--- src/design/bug1_pkg.sv ---
`timescale 1ns / 1ps

package bug1_pkg;

    // Number format and counter width
    localparam int COORD_BITS = 32;
    localparam int FRAC_BITS  = 16;
    localparam int COUNT_BITS = 32;
    localparam int UNIT_BITS  = 30;

    // Derived widths
    localparam int DIST_W = COORD_BITS - 1;
    localparam int DIFF_W = COORD_BITS + 1;
    localparam int S_MAX  = (DIFF_W > UNIT_BITS) ? (DIFF_W - UNIT_BITS) : 0;
    localparam int S_W    = $clog2(S_MAX + 2);
    localparam int ROOT_W = UNIT_BITS + 1;
    localparam int SQ_W   = 2 * UNIT_BITS + 2;
    localparam int REM_W  = UNIT_BITS + 4;
    localparam int ITER_W = $clog2(ROOT_W + 1);
    localparam int Q_W    = UNIT_BITS + 2;
    localparam int MB_W   = (DIST_W > UNIT_BITS) ? DIST_W : UNIT_BITS;
    localparam int PROD_W = ROOT_W + MB_W;
    localparam int SC_W   = COORD_BITS + 2;
    localparam int SAT_W  = COORD_BITS + 4;
    localparam int GD_W   = ROOT_W + (1 << S_W);

    // Stream word layout
    localparam int MODE_W      = 2;
    localparam int IN_W        = 6 * COORD_BITS + DIST_W;
    localparam int IN_TDATA_W  = ((IN_W + 7) / 8) * 8;
    localparam int OUT_W       = 2 * COORD_BITS + MODE_W + 1;
    localparam int OUT_TDATA_W = ((OUT_W + 7) / 8) * 8;
    localparam int OUT_MODE_LSB = 2 * COORD_BITS;
    localparam int OUT_DEG_BIT  = 2 * COORD_BITS + MODE_W;

    // Configuration port
    localparam int CFG_ADDR_W = 2;
    localparam logic [CFG_ADDR_W-1:0] CFG_BUMPER     = 2'd0;
    localparam logic [CFG_ADDR_W-1:0] CFG_STEP       = 2'd1;
    localparam logic [CFG_ADDR_W-1:0] CFG_HIT_TOL    = 2'd2;
    localparam logic [CFG_ADDR_W-1:0] CFG_LEAVE_TOL  = 2'd3;

    localparam logic [DIST_W-1:0] BUMPER_RST =
        DIST_W'(((64'd8 << FRAC_BITS) + 64'd5) / 64'd10);
    localparam logic [DIST_W-1:0] STEP_RST =
        DIST_W'(((64'd6 << FRAC_BITS) + 64'd50) / 64'd100);
    localparam logic [DIST_W-1:0] HIT_TOL_RST =
        DIST_W'(((64'd8 << FRAC_BITS) + 64'd50) / 64'd100);
    localparam logic [DIST_W-1:0] LEAVE_TOL_RST =
        DIST_W'(((64'd45 << FRAC_BITS) + 64'd500) / 64'd1000);

    // Navigation modes
    localparam logic [MODE_W-1:0] MODE_STRAIGHT = 2'd0;
    localparam logic [MODE_W-1:0] MODE_AWAY     = 2'd1;
    localparam logic [MODE_W-1:0] MODE_TOWARD   = 2'd2;
    localparam logic [MODE_W-1:0] MODE_LEAVE    = 2'd3;

    // Scaled products, in issue order
    localparam int SC_IDX_W = 3;
    localparam logic [SC_IDX_W-1:0] SC_AX   = 3'd0;
    localparam logic [SC_IDX_W-1:0] SC_AY   = 3'd1;
    localparam logic [SC_IDX_W-1:0] SC_CX   = 3'd2;
    localparam logic [SC_IDX_W-1:0] SC_CY   = 3'd3;
    localparam logic [SC_IDX_W-1:0] SC_GX   = 3'd4;
    localparam logic [SC_IDX_W-1:0] SC_GY   = 3'd5;
    localparam logic [SC_IDX_W-1:0] SC_LAST = SC_GY;

    // Shared unit operations
    localparam logic UNIT_SQRT = 1'b0;
    localparam logic UNIT_DIV  = 1'b1;

    // Controller to datapath commands
    typedef struct packed {
        logic                load_in;
        logic                prep;
        logic                vsel;
        logic                sq_a;
        logic                sq_b;
        logic                start_root;
        logic                cap_root;
        logic                start_div;
        logic                div_y;
        logic                cap_div;
        logic                scale_mul;
        logic                scale_cap;
        logic [SC_IDX_W-1:0] scale_idx;
        logic                commit;
    } dp_cmd_t;

    // Datapath to controller status
    typedef struct packed {
        logic unit_done;
        logic vec_zero;
        logic out_free;
    } dp_status_t;

endpackage

--- src/design/bug1_ctrl.sv ---
`timescale 1ns / 1ps

module bug1_ctrl (
    input  logic                  clk,
    input  logic                  rst_n,
    input  logic                  s_tvalid,
    output logic                  s_tready,
    input  bug1_pkg::dp_status_t  status,
    output bug1_pkg::dp_cmd_t     cmd
);
    import bug1_pkg::*;

    localparam int ST_W = 4;
    localparam logic [ST_W-1:0] ST_IDLE      = 4'd0;
    localparam logic [ST_W-1:0] ST_PREP      = 4'd1;
    localparam logic [ST_W-1:0] ST_SQA       = 4'd2;
    localparam logic [ST_W-1:0] ST_SQB       = 4'd3;
    localparam logic [ST_W-1:0] ST_ROOT_GO   = 4'd4;
    localparam logic [ST_W-1:0] ST_ROOT_WAIT = 4'd5;
    localparam logic [ST_W-1:0] ST_DIV_GO    = 4'd6;
    localparam logic [ST_W-1:0] ST_DIV_WAIT  = 4'd7;
    localparam logic [ST_W-1:0] ST_SC_MUL    = 4'd8;
    localparam logic [ST_W-1:0] ST_SC_CAP    = 4'd9;
    localparam logic [ST_W-1:0] ST_COMMIT    = 4'd10;

    logic [ST_W-1:0]     state_reg, state_next;
    logic                vsel_reg, vsel_next;
    logic                divy_reg, divy_next;
    logic [SC_IDX_W-1:0] idx_reg, idx_next;

    // Sequence: obstacle vector, goal vector, six scalings, commit
    always_comb
    begin
        state_next = state_reg;
        vsel_next  = vsel_reg;
        divy_next  = divy_reg;
        idx_next   = idx_reg;
        cmd        = '0;
        cmd.vsel      = vsel_reg;
        cmd.div_y     = divy_reg;
        cmd.scale_idx = idx_reg;
        s_tready   = 1'b0;

        unique case (state_reg)
            ST_IDLE:
            begin
                s_tready = 1'b1;
                if (s_tvalid)
                begin
                    cmd.load_in = 1'b1;
                    vsel_next   = 1'b0;
                    state_next  = ST_PREP;
                end
            end
            ST_PREP:
            begin
                cmd.prep   = 1'b1;
                state_next = ST_SQA;
            end
            ST_SQA:
            begin
                cmd.sq_a   = 1'b1;
                state_next = ST_SQB;
            end
            ST_SQB:
            begin
                cmd.sq_b   = 1'b1;
                state_next = ST_ROOT_GO;
            end
            ST_ROOT_GO:
            begin
                cmd.start_root = 1'b1;
                state_next     = ST_ROOT_WAIT;
            end
            ST_ROOT_WAIT:
            begin
                if (status.unit_done)
                begin
                    cmd.cap_root = 1'b1;
                    divy_next    = 1'b0;
                    if (!status.vec_zero)
                        state_next = ST_DIV_GO;
                    else if (!vsel_reg)
                    begin
                        vsel_next  = 1'b1;
                        state_next = ST_PREP;
                    end
                    else
                    begin
                        idx_next   = SC_AX;
                        state_next = ST_SC_MUL;
                    end
                end
            end
            ST_DIV_GO:
            begin
                cmd.start_div = 1'b1;
                state_next    = ST_DIV_WAIT;
            end
            ST_DIV_WAIT:
            begin
                if (status.unit_done)
                begin
                    cmd.cap_div = 1'b1;
                    if (!divy_reg)
                    begin
                        divy_next  = 1'b1;
                        state_next = ST_DIV_GO;
                    end
                    else if (!vsel_reg)
                    begin
                        vsel_next  = 1'b1;
                        state_next = ST_PREP;
                    end
                    else
                    begin
                        idx_next   = SC_AX;
                        state_next = ST_SC_MUL;
                    end
                end
            end
            ST_SC_MUL:
            begin
                cmd.scale_mul = 1'b1;
                state_next    = ST_SC_CAP;
            end
            ST_SC_CAP:
            begin
                cmd.scale_cap = 1'b1;
                if (idx_reg == SC_LAST)
                    state_next = ST_COMMIT;
                else
                begin
                    idx_next   = idx_reg + 1'b1;
                    state_next = ST_SC_MUL;
                end
            end
            ST_COMMIT:
            begin
                // Hold until the output register is free
                if (status.out_free)
                begin
                    cmd.commit = 1'b1;
                    state_next = ST_IDLE;
                end
            end
            default:
            begin
                state_next = ST_IDLE;
            end
        endcase
    end

    always_ff @(posedge clk or negedge rst_n)
    begin
        if (!rst_n)
        begin
            state_reg <= ST_IDLE;
            vsel_reg  <= 1'b0;
            divy_reg  <= 1'b0;
            idx_reg   <= SC_AX;
        end
        else
        begin
            state_reg <= state_next;
            vsel_reg  <= vsel_next;
            divy_reg  <= divy_next;
            idx_reg   <= idx_next;
        end
    end

endmodule

--- config.mk ---
export PLATFORM = sky130hd
export DESIGN_NAME = bug1_ctrl
export DESIGN_NICKNAME = d
export VERILOG_FILES = /design/src/design/bug1_pkg.sv /design/src/design/bug1_ctrl.sv
export SDC_FILE = /design/constraint.sdc
export NUM_CORES = 1
export LEC_CHECK = 0
export BUFFER_PORTS_ARGS = -buffer_cell sky130_fd_sc_hd__buf_2
export CORE_MARGIN = 5
export CORE_UTILIZATION = 48
export CTS_CLUSTER_SIZE = 24
export DETAILED_ROUTE_END_ITERATION = 10
export PLACE_DENSITY = 0.77
export SETUP_SLACK_MARGIN = 0.1
export SLEW_MARGIN = 25
export SYNTH_ARGS = -nofsm -noshare
export SYNTH_HDL_FRONTEND = slang
export SYNTH_SLANG_ARGS = --single-unit
export TNS_END_PERCENT = 10
--- constraint.sdc ---
create_clock -name clk -period 2.4 [get_ports clk]
set_input_delay 0.24 -clock clk [delete_from_list [all_inputs] [get_ports clk]]
set_output_delay 0.24 -clock clk [all_outputs]
set_load 0.01 [all_outputs]
==> impl_metrics.py <==
metrics = {
    "synth": {
        "ys_seq_elements": 9,
        "synth.avg_cell_area_sq_um": 7.91,
        "syn_area_sq_um": 681,
        "synth_cells": 86,
        "ys_seq_area_share_pct": 33.1,
        "yosysWarnings": 0,
        "synth_area_leaders": "dfrtp_1 33%, nor3_1 5.9%, nand2b_1 4.6%",
        "syn-num-nets": 94,
        "yosysUniqueCellTypes": 31,
        "synth_top_area_share_pct": 33.1,
        "synth_area_leader_cell": "dfrtp_1",
    },
    "timing": {
        "clock.fmax_mhz": 507,
        "finalCriticalPeriod_ns": 1.97,
        "worst_slew_pin_slew_ns": 0.461,
        "worst_hold_slack_ns": 0.315,
        "hold_viol": 0,
        "maxSlewViolCount": 0,
        "rsz0062_at_grt": "no",
        "setup_viol": 0,
        "maxSlewHeadroom_pct": 69.3,
        "fin_skew_ns": 0.00229,
        "finalCritPeriodShare_pct": 82.2,
        "tns_ns": 0,
    },
    "global_route": {
        "grt-ovfl-total": 0,
        "met1_usage_pct": 21.4,
        "grt_usage_pct": 16.9,
        "grt_use_met2_pct": 29.1,
        "grt_max_degree": 18,
        "globalRoute.busiestLayer": "met2",
        "grt_pass1_vias": 648,
        "use_met3_pct": 5.64,
        "antenna_found_initial": 0,
        "grt_pass1_wl_mm": 2.74,
    },
    "placement": {
        "gp_congestion": 0.786,
        "place_hpwl_mm": 1.24,
        "port_buffers": 22,
    },
    "layout": {
        "post_route_cells_drive_above_1_share_pct": 29.0,
        "largest_reg_flops": 4,
        "area_growth_pct": 19.3,
        "antennaDiodeCount": 0,
        "post-route-util_pct": 61.6,
        "fin_nets": 116,
    },
    "worst_setup_path": {
        "end_kind": "primary output",
        "arrival_ns": 1.73,
        "cp_slowest_cell": "or4_4",
        "crit_fanout": 17,
        "start_kind": "flip-flop",
        "critPathMaxStageDelay_ns": 0.58,
        "crit_required_ns": 2.16,
        "worstSetupPathType": "reg2out",
        "path_cells": "or4_4, inv_1, and2_1, buf_2",
    },
    "routing": {
        "drtAntennaViolNets": 0,
        "drc": 0,
        "via_per_inst": 5.66,
        "drtIter0Drc": 14,
        "wl_per_cell_microns": 13.6,
        "firstDrtPassIters": 4,
        "wirelength_mm": 1.66,
        "num_vias": 690,
    },
    "floorplan": {
        "dieArea_sq_um": 2270,
        "initial_core_util_pct": 51.7,
        "ioPinCount": 23,
        "fp.dieW_microns": 47.7,
        "die_h_microns": 47.7,
        "core_sq_um": 1320,
        "std_cell_rows": 13,
    },
    "clocking": {
        "cts_setup_buffers": 0,
        "h-tree-depth": 1,
        "cts_buffer_depth": 2,
        "clk_pin_slew_worst_paths_ns": 0.06,
        "clk_latency_ns": 0.26,
        "cts_root_buf": "clkbuf_4",
        "cts_tree": "built",
        "clock_sinks": 9,
        "cts_buffers": 3,
        "post_cts_resized": 0,
        "cts_hold_buf": 1,
    },
    "run": {
        "cap_viol_max_count": 0,
    },
    "power_and_ir_drop": {
        "p_per_area_nw_per_um2": 1260,
        "ir_drop_mv": 0.596,
        "leakagePower_nw": 0.417,
    },
    "outcome": {
        "status": "completed",
    },
    "min_path": {
        "holdCritPathClass": "in2reg",
    },
}
==> cell families after synthesis <==
logic type	after synthesis	synth area share [%]
simple gates	40	32.0
compound gates	21	20.4
buf+inv	13	9.37
flops	9	33.1
fa+ha+maj	2	3.68
mux	1	1.47
==> critical path, delay by kind of cell (launching register included) <==
family	cells	cell delay, ns
flops	1	0.54
simple gates	2	0.72
buf+inv	2	0.20
==> final cells by class <==
cell class | instances | area [sq um]
clock buffers | 4 | 26.3
multi-input cells | 64 | 392
flip-flops and latches | 9 | 225
well taps | 15 | 18.8
fillers | 125 | 505
inverters | 6 | 22.5
repair buffers | 24 | 128
==> Yosys cell counts <==
cell type  n
a21o_1     1
o22ai_1    2
or3_1      2
a21oi_1    6
inv_1      6
nor3_1     8
and3_1     2
nor2b_1    1
a2111oi_2  1
nand3_1    2
nand2b_1   5
nand3b_1   1
mux2i_1    1
nand2_1    8
and3b_1    1
and4bb_2   1
buf_4      2
nor2_1     6
nor4_1     1
a31o_2     1
and2_1     1
a22oi_1    1
clkbuf_1   4
ha_1       2
dfrtp_1    9
buf_6      1
o21ai_0    6
a31oi_1    1
o211ai_2   1
or4_4      1
a32oi_1    1
==> layer usage <==
metal | vias to the layer above | routed length [microns]
met4 | 0 | 0
met3 | 0 | 109
met5 | - | 0
li1 | 347 | -
met2 | 20 | 824
met1 | 323 | 725
==> power by group <==
part | internal (mW) | total (mW) | switching [mW] | leakage (nW)
Combinational | 0.254 | 0.558 | 0.304 | 0.290
Clock | 0.0641 | 0.117 | 0.0528 | 0.0150
Sequential | 0.222 | 0.351 | 0.129 | 0.113
Total | 0.540 | 1.03 | 0.486 | 0.417
==> cells in the final DEF, fill, tap and decap left out, drive strengths merged, types with 4 or more instances in the layout <==
cell type	count
a21oi	6
buf	23
clkbuf	4
dfrtp	9
inv	6
nand2	8
nand2b	5
nor2	6
nor3	8
o21ai	6
==> stage by stage <==
| step | total power, mW | cell area (sq um) | worst slack, ns | std cells |
|---|---|---|---|---|
| floorplan | 0.755 | 681 | 0.720 | 86 |
| global placement | 0.893 | 776 | 0.562 | 117 |
| detailed placement | 0.903 | 776 | 0.513 | 117 |
| CTS | 1.03 | 812 | 0.420 | 122 |
| global route | 1.12 | 812 | 0.339 | 122 |
| finish | 1.03 | 812 | 0.428 | 122 |
==> final timing paths <==
path | startpoint | endpoint | slack [ns] | cells after the start
max reg2reg | state_reg[0] | state_reg[0] | 0.50 | 4
min in group asynchronous | rst_n | idx_reg[2] | 0.36 | 2
min | s_tvalid | vsel_reg | 0.32 | 3
max in group asynchronous | rst_n | state_reg[2] | 1.86 | 2
min reg2reg | idx_reg[2] | idx_reg[2] | 0.51 | 1
max | state_reg[0] | cmd[15] | 0.43 | 4
Power figures use the tool's default switching activity.
